==> src/hw/rtl/nvi_pkg.sv <==
// ----------------------------------------------------------------------------
// nvi_pkg
// shared types, constants and saturation helpers of the neville interpolator
// ----------------------------------------------------------------------------
package nvi_pkg;

  localparam int MaxPoints = 16;
  localparam int IdxW      = $clog2(MaxPoints);
  localparam int CntW      = $clog2(MaxPoints + 1);
  localparam int QW        = 32;
  localparam int DivW      = 48;   // |w| * 2^16
  localparam int InDataW   = 96;   // sample_x, sample_y, query_x
  localparam int OutDataW  = 72;   // interp_value, error_estimate, status, pad

  localparam logic signed [63:0] QMax = 64'sd2147483647;
  localparam logic signed [63:0] QMin = -64'sd2147483648;

  typedef enum logic [1:0] {
    StOk    = 2'd0,
    StEmpty = 2'd1,
    StDup   = 2'd2
  } status_e;

  typedef enum logic {
    KindLoad  = 1'b0,
    KindQuery = 1'b1
  } kind_e;

  // commands from the controller to the datapath
  typedef struct packed {
    logic load;
    logic q_start;
    logic scan_use;
    logic step_prep;
    logic div_start;
    logic mul_hp;
    logic mul_ho;
    logic wr_c;
    logic dy_rd;
    logic dy_use;
    logic fin_ok;
    logic fin_empty;
    logic fin_dup;
  } cmd_t;

  // status from the datapath to the controller
  typedef struct packed {
    logic cnt_zero;
    logic scan_last;
    logic order_end;
    logic step_last;
    logic order_last;
    logic den_zero;
    logic div_done;
    logic out_full;
  } sts_t;

  function automatic logic signed [QW-1:0] sat_q(input logic signed [63:0] v);
    logic signed [QW-1:0] r;
    if (v > QMax) begin
      r = QMax[QW-1:0];
    end else if (v < QMin) begin
      r = QMin[QW-1:0];
    end else begin
      r = v[QW-1:0];
    end
    return r;
  endfunction

  // signed, saturated quotient from magnitude and sign
  function automatic logic signed [QW-1:0] sat_quot(input logic [DivW-1:0] mag,
                                                    input logic neg);
    logic signed [63:0] v;
    v = $signed({{(64 - DivW){1'b0}}, mag});
    if (neg) begin
      v = -v;
    end
    return sat_q(v);
  endfunction

endpackage

==> src/hw/rtl/nvi_ctrl.sv <==
// ----------------------------------------------------------------------------
// nvi_ctrl
// controller state machine sequencing scan, tableau steps and result
// ----------------------------------------------------------------------------
module nvi_ctrl (
  input  logic          clk_i,
  input  logic          rst_ni,
  input  logic          in_valid_i,
  input  logic          in_kind_i,
  output logic          in_ready_o,
  input  nvi_pkg::sts_t sts_i,
  output nvi_pkg::cmd_t cmd_o
);

  typedef enum logic [14:0] {
    SIdle    = 15'b000000000000001,
    SScanRd  = 15'b000000000000010,
    SScanUse = 15'b000000000000100,
    SStepRd  = 15'b000000000001000,
    SStepPrp = 15'b000000000010000,
    SDivGo   = 15'b000000000100000,
    SDivWait = 15'b000000001000000,
    SMulHp   = 15'b000000010000000,
    SMulHo   = 15'b000000100000000,
    SWrC     = 15'b000001000000000,
    SDyRd    = 15'b000010000000000,
    SDyUse   = 15'b000100000000000,
    SFinOk   = 15'b001000000000000,
    SFinEmp  = 15'b010000000000000,
    SFinDup  = 15'b100000000000000
  } state_e;

  state_e state_q, state_d;

  assign in_ready_o = (state_q == SIdle);

  always_comb begin
    state_d = state_q;
    cmd_o   = '0;
    case (state_q)
      SIdle: begin
        if (in_valid_i) begin
          if (in_kind_i == nvi_pkg::KindQuery) begin
            cmd_o.q_start = 1'b1;
            state_d = sts_i.cnt_zero ? SFinEmp : SScanRd;
          end else begin
            cmd_o.load = 1'b1;
          end
        end
      end
      SScanRd: state_d = SScanUse;
      SScanUse: begin
        cmd_o.scan_use = 1'b1;
        if (sts_i.scan_last) begin
          state_d = sts_i.order_end ? SFinOk : SStepRd;
        end else begin
          state_d = SScanRd;
        end
      end
      SStepRd: state_d = SStepPrp;
      SStepPrp: begin
        cmd_o.step_prep = 1'b1;
        state_d = SDivGo;
      end
      SDivGo: begin
        if (sts_i.den_zero) begin
          state_d = SFinDup;
        end else begin
          cmd_o.div_start = 1'b1;
          state_d = SDivWait;
        end
      end
      SDivWait: begin
        if (sts_i.div_done) begin
          state_d = SMulHp;
        end
      end
      SMulHp: begin
        cmd_o.mul_hp = 1'b1;
        state_d = SMulHo;
      end
      SMulHo: begin
        cmd_o.mul_ho = 1'b1;
        state_d = SWrC;
      end
      SWrC: begin
        cmd_o.wr_c = 1'b1;
        state_d = sts_i.step_last ? SDyRd : SStepRd;
      end
      SDyRd: begin
        cmd_o.dy_rd = 1'b1;
        state_d = SDyUse;
      end
      SDyUse: begin
        cmd_o.dy_use = 1'b1;
        state_d = sts_i.order_last ? SFinOk : SStepRd;
      end
      SFinOk: begin
        if (!sts_i.out_full) begin
          cmd_o.fin_ok = 1'b1;
          state_d = SIdle;
        end
      end
      SFinEmp: begin
        if (!sts_i.out_full) begin
          cmd_o.fin_empty = 1'b1;
          state_d = SIdle;
        end
      end
      SFinDup: begin
        if (!sts_i.out_full) begin
          cmd_o.fin_dup = 1'b1;
          state_d = SIdle;
        end
      end
      default: state_d = SIdle;
    endcase
  end

  always_ff @(posedge clk_i or negedge rst_ni) begin
    if (!rst_ni) begin
      state_q <= SIdle;
    end else begin
      state_q <= state_d;
    end
  end

endmodule

==> config.mk <==
export PLATFORM = sky130hd
export DESIGN_NAME = nvi_ctrl
export DESIGN_NICKNAME = d
export VERILOG_FILES = /design/src/hw/rtl/nvi_pkg.sv /design/src/hw/rtl/nvi_ctrl.sv
export SDC_FILE = /design/constraint.sdc
export NUM_CORES = 1
export LEC_CHECK = 0
export ABC_AREA = 1
export BUFFER_PORTS_ARGS = -buffer_cell sky130_fd_sc_hd__buf_4
export CAP_MARGIN = 5
export CORE_MARGIN = 8
export CORE_UTILIZATION = 56
export CTS_CLUSTER_DIAMETER = 80
export DETAILED_ROUTE_END_ITERATION = 7
export HOLD_SLACK_MARGIN = 0.03
export PLACE_DENSITY = 0.84
export SLEW_MARGIN = 20
export SYNTH_ARGS = -nofsm -noshare
export SYNTH_HDL_FRONTEND = slang
export SYNTH_SLANG_ARGS = --single-unit
==> constraint.sdc <==
create_clock -name clk_i -period 2.16 [get_ports clk_i]
set_input_delay 0.108 -clock clk_i [delete_from_list [all_inputs] [get_ports clk_i]]
set_output_delay 0.108 -clock clk_i [all_outputs]
set_load 0.005 [all_outputs]
; ---- Word-level counts from Yosys, hierarchy flattened
; Cells that the tools add are included.
[word_totals]
reg_bits = 15
latch_bits = 0
ram_bits = 0
romBits = 0
out_inout_bits = 14
word_cells = 50
n_memories = 0
[classes]
addsub = 0
mul = 0
n_div = 0
n_lt_le_gt_ge = 0
eq_ne = 19
shifts = 0
n_mux = 28
n_bitwise = 0
reduce_logical = 2
[ops]
columns = op, count
row1 = 15-bit case mux with 13 select lines, 1
row2 = 15-bit 2-to-1 mux, 5
row3 = 13-bit 2-to-1 mux, 3
row4 = 15-bit by 1-bit == test with 1-bit output (second input constant), 1
row5 = 15-bit by 10-bit == test with 1-bit output (second input constant), 1
row6 = 15-bit by 11-bit == test with 1-bit output (second input constant), 1
row7 = 15-bit by 12-bit == test with 1-bit output (second input constant), 1
row8 = 15-bit by 13-bit == test with 1-bit output (second input constant), 1
row9 = 15-bit by 14-bit == test with 1-bit output (second input constant), 1
row10 = 15-bit == test (second input constant), 1
row11 = 15-bit by 2-bit == test with 1-bit output (second input constant), 1
row12 = 15-bit by 3-bit == test with 1-bit output (second input constant), 1
row13 = 15-bit by 4-bit == test with 1-bit output (second input constant), 1
row14 = 15-bit by 5-bit == test with 1-bit output (second input constant), 1
row15 = 15-bit by 6-bit == test with 1-bit output (second input constant), 1
row16 = 15-bit by 7-bit == test with 1-bit output (second input constant), 1
row17 = 15-bit by 8-bit == test with 1-bit output (second input constant), 1
row18 = 15-bit by 9-bit == test with 1-bit output (second input constant), 1
row19 = 1-bit 2-to-1 mux, 15
row20 = 14-bit 2-to-1 mux, 1
row21 = 11-bit 2-to-1 mux, 1
row22 = 2-bit inequality test (second input constant), 4
row23 = 2-bit 2-to-1 mux, 2
row24 = 4-bit AND reduction, 1
row25 = 3-bit OR reduction, 1

; ---- Logic depth before layout (Yosys ltp)
; Gate-level depths: netlist (run 1).
[logic_depth]
ltp_word = 4
mapped_depth = 10

; ---- Worst setup path after synthesis (run 1)
; No wires, ideal clock.
[synth_path]
path_kind = reg2reg
startpoint = register state_q[12]
endpoint = register state_q[13]
setup_ns = 0.074
arrival_time_ns = 1.301
required_ns = 2.086
path_slack_ns = 0.785
stages_incl_launch_ff = 10
n_path_buf = 0
path_cell_list = dfrtp_1 > nor2_2 > nand2_4 > nor2_8 > nand2_4 > o21ai_2 > inv_2 > nand2_4 > nand2_1 > o21ai_2
[synth_via]
elab_chain_cells = 4
[synth_lines]
columns = element, line_no
row1 = from (decl), nvi_ctrl.sv:33  ; state_e state_q, state_d;
row2 = from (signal assigned), nvi_ctrl.sv:122  ; state_q <= SIdle;
row3 = from (signal assigned), nvi_ctrl.sv:124  ; state_q <= state_d;
row4 = "15-bit == test, or another cell as far along", nvi_ctrl.sv:40  ; case (state_q)
row5 = 3-bit OR reduction (no source line), -
row6 = 2-bit inequality test (no source line), -
row7 = 4-bit AND reduction (no source line), -
; Parallel ways exist; a longest one is shown, timed or not.
; A chain may end at the register's enable or synchronous reset.

; ---- Worst setup path in the final report (run 1)
[layout_path]
startpoint = register state_q[12]
endpoint = register state_q[6]
; The elaborated chain is that of the path after synthesis.

==> flow_summary.json, run 1 <==
{
  "status": "finished, final reports clean",
  "cts_tree": "yes",
  "crit_type": "flip-flop to flip-flop",
  "die_h_um": 58.94,
  "avgSynthCellArea_um2": 6.660,
  "avgViaCountPerCell": 4.825,
  "numClockSinks": 15,
  "synth.net_count": 167,
  "min_period_ns": 1.888,
  "finalCritPeriodShare_pct": 87.39,
  "insertion_delay_ns": 0.28,
  "cts_made_buffers": 3,
  "post_cts_buffers": 0,
  "initial_core_util_pct": 59.78,
  "largest_register_ffs": 15,
  "ys_types": 18,
  "row_count": 15,
  "crit_arrival_ns": 2.12,
  "relSlewSlack_pct": 80.09,
  "first_iter_violations": 31,
  "clock_power_share_pct": 15.8,
  "yosysWarningCount": 0,
  "path_delay_family": "simple AND/OR/NAND/NOR gates",
  "syn-cell-area_mm2": 0.001032,
  "synth-xor-area-share_pct": 0,
  "drv_cap": 0,
  "p_int_mw": 0.5749,
  "swShare_pct": 44.83,
  "crit_buf_inv": 1,
  "ys_seq_area_share_pct": 36.48,
  "rsz0062_at_grt": "false",
  "io_pins": 26,
  "firstDrtPassIters": 4,
  "cp.depth": 6,
  "grt_overflow": 0,
  "drive_above_1_share_pct": 26.74,
  "p_leak_nw": 0.7635,
  "r2r_setup_slack_ns": 0.27,
  "yosys.area_share.simple_pct": 50.67,
  "fp.dieW_um": 58.94,
  "ys_ff_latch": 15,
  "max_stage_delay_ns": 0.56,
  "timing.final.hold_violations": 0,
  "required_ns": 2.39,
  "synthCells": 155,
  "hp-class": "primary input to flip-flop",
  "layout.nets": 200,
  "cts.clk_slew.worst_paths_ns": 0.09,
  "muxShareOfSynthArea_pct": 0,
  "ir_drop_v": 0.0005919,
  "grt_usage_pct": 15.36,
  "setup_violations": 0,
  "max_freq_mhz": 529.7,
  "worst-path-max-fanout": 10,
  "skew_ns": 0.002777,
  "grt_pass1_vias": 987,
  "drv_slew": 0,
  "routed_wl_mm": 2.466,
  "drc_errors": 0,
  "antenna_found_initial": 0,
  "grt_pass1_wl_mm": 4.119,
  "placed_area_mm2": 0.001251,
  "grt_max_degree": 16,
  "p_seq_share_pct": 33.5,
  "p_per_area_mw_per_mm2": 796.9,
  "worst_pin_slew_ns": 0.2976,
  "end_kind": "flip-flop",
  "numPortBuffers": 25,
  "synthAdderAreaFrac_pct": 0,
  "min_path_cells": 2,
  "dp.final_hpwl_mm": 2.016,
  "synth_top_family_by_area": "simple AND/OR/NAND/NOR gates",
  "fin_area_mm2": 0.001308,
  "ant_nets": 0,
  "cts-root-buf": "clkbuf_4",
  "clk_path_buf_depth": 2,
  "top_regs": "state_q (15)",
  "tns_ns": 0,
  "n_antenna_cell": 0,
  "comb_power_share_pct": 50.7,
  "place_congestion": 0.8399,
  "die_area_mm2": 0.003473,
  "dr_total_vias": 1023,
  "areaGrowthSynthToFinish_pct": 26.67,
  "worstRegToRegCells": 6,
  "startpoint_type": "flip-flop",
  "p_sw_mw": 0.4671,
  "post_drt_wl_per_cell_um": 11.63,
  "cts_max_level": 1,
  "largest-register": "state_q",
  "cp_slowest_cell": "dlygate4sd3_1",
  "total_power_mw": 1.042,
  "crit_chain": "nor2_2 -> nand2_4 -> nor2_8 -> nand2_1 -> o22ai_1 -> dlygate4sd3_1",
  "synth_compound_area_share_pct": 4.485,
  "core_mm2": 0.001727
}
routing by layer:
layer | vias up | part of all wire (%) | global-route usage [%]
met2 | 39 | 47 | 23.52
met4 | 0 | 2.1 | 7.167
met5 | - | 0 | 0
li1 | 532 | - | -
met1 | 446 | 43 | 18.53
met3 | 6 | 8.0 | 5.652
synthesized netlist by cell type:
master	n	area share [%]
nor3_1	1	0.48
inv_2	1	0.36
o21ai_2	2	1.7
nor2_8	1	1.9
nand2_4	4	4.4
nand3_2	3	2.9
nand2_1	40	15
o22ai_1	2	1.2
o311ai_1	1	0.85
dfstp_2	1	2.5
nand2_2	4	2.4
o21bai_1	1	0.73
inv_1	22	8.0
nor2_4	1	1.1
nor2_2	5	3.0
dfrtp_1	14	34
nand3_1	8	3.9
nor2_1	44	16
power by group through the flow:
stage	sequential [mW]	clock (mW)	combinational, mW
CTS	0.347	0.171	0.531
global route	0.348	0.180	0.585
detailed placement	0.353	0	0.526
floorplan	0.344	0	0.382
finish	0.349	0.165	0.528
global placement	0.348	0	0.503
worst paths after layout:
check / start / end
min in group asynchronous: rst_ni / state_q[12]
max in group asynchronous: rst_ni / state_q[0]
max reg2reg: state_q[12] / state_q[6]
min: sts_i[5] / state_q[3]
max: state_q[12] / state_q[6]
min reg2reg: state_q[14] / state_q[14]
through the flow:
| step | hold slack (ns) | worst slack [ns] | utilization, % | std cells |
|---|---|---|---|---|
| after floorplan | -0.1876 | 0.7852 | - | 155 |
| after CTS | 0.03111 | 0.2790 | 75.72 | 212 |
| after detailed placement | -0.02287 | 0.6051 | 72.46 | 205 |
| after global placement | -0.02840 | 0.6503 | 72.46 | 205 |
| final | 0.03705 | 0.2723 | 75.72 | 212 |
| after global routing | 0.04536 | 0.1454 | 75.72 | 212 |
timing repair:
item | CTS | global route
gates resized for setup | 0 | 0
hold buffers | 3 | 0
hold endpoints to repair | 16 | 0
cells in the final DEF, fill, tap and decap left out, types with 3 or more instances in the layout:
cell type | Yosys | final
inv_1 | 22 | 22
clkbuf_4 | 0 | 3
buf_4 | 0 | 25
nor2_1 | 44 | 44
nand2_4 | 4 | 4
nand3_2 | 3 | 3
dfrtp_1 | 14 | 14
nor2_2 | 5 | 5
nand2_1 | 40 | 40
dlygate4sd3_1 | 0 | 3
nand3_1 | 8 | 8
nand2_2 | 4 | 4
kinds of logic after synthesis:
logic type,count (synthesis)
and+or+nand+nor,111
buffers and inverters,23
DFF,15
AOI/OAI and AO/OA,6
layout make-up:
cell class | instances | area, µm²
repair buffers | 28 | 217.7
multi-input cells | 117 | 569.3
fillers | 140 | 419.2
clock buffers | 4 | 26.28
well taps | 25 | 31.28
flip-flops and latches | 15 | 376.6
inverters | 23 | 86.33
Power figures use the tool's default switching activity.
==> run 2: changes to the inputs <==
- CELL_PAD_IN_SITES_DETAIL_PLACEMENT: not set -> 0
- CELL_PAD_IN_SITES_GLOBAL_PLACEMENT: not set -> 1
- CORE_UTILIZATION: 56 -> 38
- PLACE_DENSITY: 0.84 -> 0.83
==> flow_summary.json, run 2 (same netlist as run 1, synthesis figures left out) <==
{
  "post_cts_buffers": 0,
  "required_ns": 2.05,
  "status": "finished, final reports clean",
  "wl_met3_um": 77,
  "dr.max_layer_used": "met4",
  "worst_pin_slew_ns": 0.2949,
  "worst-path-max-fanout": 8,
  "antenna_found_initial": 0,
  "ctsHoldBuffers": 3,
  "initial_core_util_pct": 38.77,
  "wl_met2_mm": 1.341,
  "grt_usage_pct": 11.68,
  "avgViaCountPerCell": 4.615,
  "final_common_cell": "nor2_1",
  "routed_wl_mm": 2.551,
  "hp-class": "primary input to flip-flop",
  "dr_total_vias": 1006,
  "fin_area_mm2": 0.001315,
  "wl_met1_mm": 1.101,
  "finalCritPeriodShare_pct": 88.45,
  "min_to": "state_q[3]",
  "r2r-start": "state_q[8]",
  "final_cells": 218,
  "p_per_area_mw_per_mm2": 789.9,
  "fp.dieW_um": 68.12,
  "first_iter_violations": 34,
  "startpoint_type": "flip-flop",
  "drc_errors": 0,
  "num-fill-cells": 288,
  "rsz0062_at_grt": "false",
  "crit_type": "flip-flop to output port",
  "areaGrowthSynthToFinish_pct": 27.39,
  "r2r_setup_slack_ns": 0.29,
  "p_sw_mw": 0.4641,
  "die_area_mm2": 0.004640,
  "row_count": 19,
  "worst_hold_slack_ns": 0.04823,
  "worstRegToRegCells": 6,
  "cts.clk_slew.worst_paths_ns": 0.09,
  "clock_power_share_pct": 15.4,
  "final-seq-area_um2": 376.6,
  "cts_resized": 0,
  "swShare_pct": 44.68,
  "ir_drop_v": 0.0005064,
  "insertion_delay_ns": 0.28,
  "placed_area_mm2": 0.001259,
  "n_antenna_cell": 0,
  "layout_common_cells": "nor2_1, nand2_1, buf_4",
  "numPortBuffers": 25,
  "min_period_ns": 1.911,
  "cts_max_level": 1,
  "cts_tree": "yes",
  "die_h_um": 68.12,
  "hp-start": "sts_i[5]",
  "tns_ns": 0,
  "clk_path_buf_depth": 2,
  "min_path_cells": 2,
  "layout.nets": 200,
  "setup_violations": 0,
  "comb_power_share_pct": 51.4,
  "p_leak_nw": 0.7635,
  "relSlewSlack_pct": 80.27,
  "skew_ns": 0.006928,
  "largest-register": "state_q",
  "drv_cap": 0,
  "r2r_end": "state_q[6]",
  "io_pins": 26,
  "timing.final.hold_violations": 0,
  "top_regs": "state_q (15)",
  "drv_slew": 0,
  "grt_overflow": 0,
  "cts_made_buffers": 3,
  "grt_pass1_wl_mm": 4.140,
  "crit_arrival_ns": 1.80,
  "end_kind": "output port",
  "ant_nets": 0,
  "p_seq_share_pct": 33.2,
  "grt_pass1_vias": 993,
  "grt_max_degree": 16,
  "max_freq_mhz": 523.4,
  "largest_register_ffs": 15,
  "core_mm2": 0.002663,
  "post_drt_wl_per_cell_um": 11.70,
  "p_int_mw": 0.5747,
  "place_congestion": 0.8470,
  "numClockSinks": 15,
  "firstDrtPassIters": 4,
  "place_inst": 211,
  "multi_input_comb_area_um2": 569.3,
  "startpoint": "state_q[2]",
  "cts-root-buf": "clkbuf_4",
  "drive_above_1_share_pct": 26.74,
  "dp.final_hpwl_mm": 2.054
}
run 2: power by group through the flow:
stage / Combinational (mW) / Sequential [mW] / Clock (mW)
floorplan: 0.382 / 0.344 / 0
global placement: 0.521 / 0.348 / 0
detailed placement: 0.530 / 0.350 / 0
CTS: 0.536 / 0.344 / 0.174
global route: 0.593 / 0.350 / 0.188
finish: 0.534 / 0.344 / 0.160
run 2: area by class of cell:
type	count	share of cell area [%]
clock buffers	4	1.998
inverters	23	6.565
multi-input cells	117	43.29
flip-flops and latches	15	28.64
well taps	31	2.950
repair buffers	28	16.56
run 2: how the worst max path moves through the flow:
stage,to,slack (ns)
floorplan,state_q[13],0.79
global placement,state_q[13],0.64
detailed placement,state_q[3],0.61
CTS,state_q[6],0.26
global route,cmd_o[12],0.14
finish,cmd_o[3],0.25
run 2: critical path: stages, from the launching register on:
cell and delay, ns:
dfrtp_1 0.41, nor2_1 0.22, nand2_2 0.15, nor2_4 0.21, nand3_2 0.19, nor2_2 0.19
buf_4 0.14
run 2: layer usage:
metal	GRT usage, %	vias up
met1	13.51	452
li1	-	532
met4	6.138	0
met5	0	-
met2	20.75	20
met3	1.146	2
run 2: metrics by stage:
step / util (%) / power (mW) / setup WS, ns
2_1_floorplan: - / 0.7253 / 0.7852
3_3_place_gp: 47.27 / 0.8691 / 0.6356
3_5_place_dp: 47.27 / 0.8798 / 0.6058
4_1_cts: 49.39 / 1.054 / 0.2559
5_1_grt: 49.39 / 1.132 / 0.1414
6_report: 49.39 / 1.039 / 0.2494
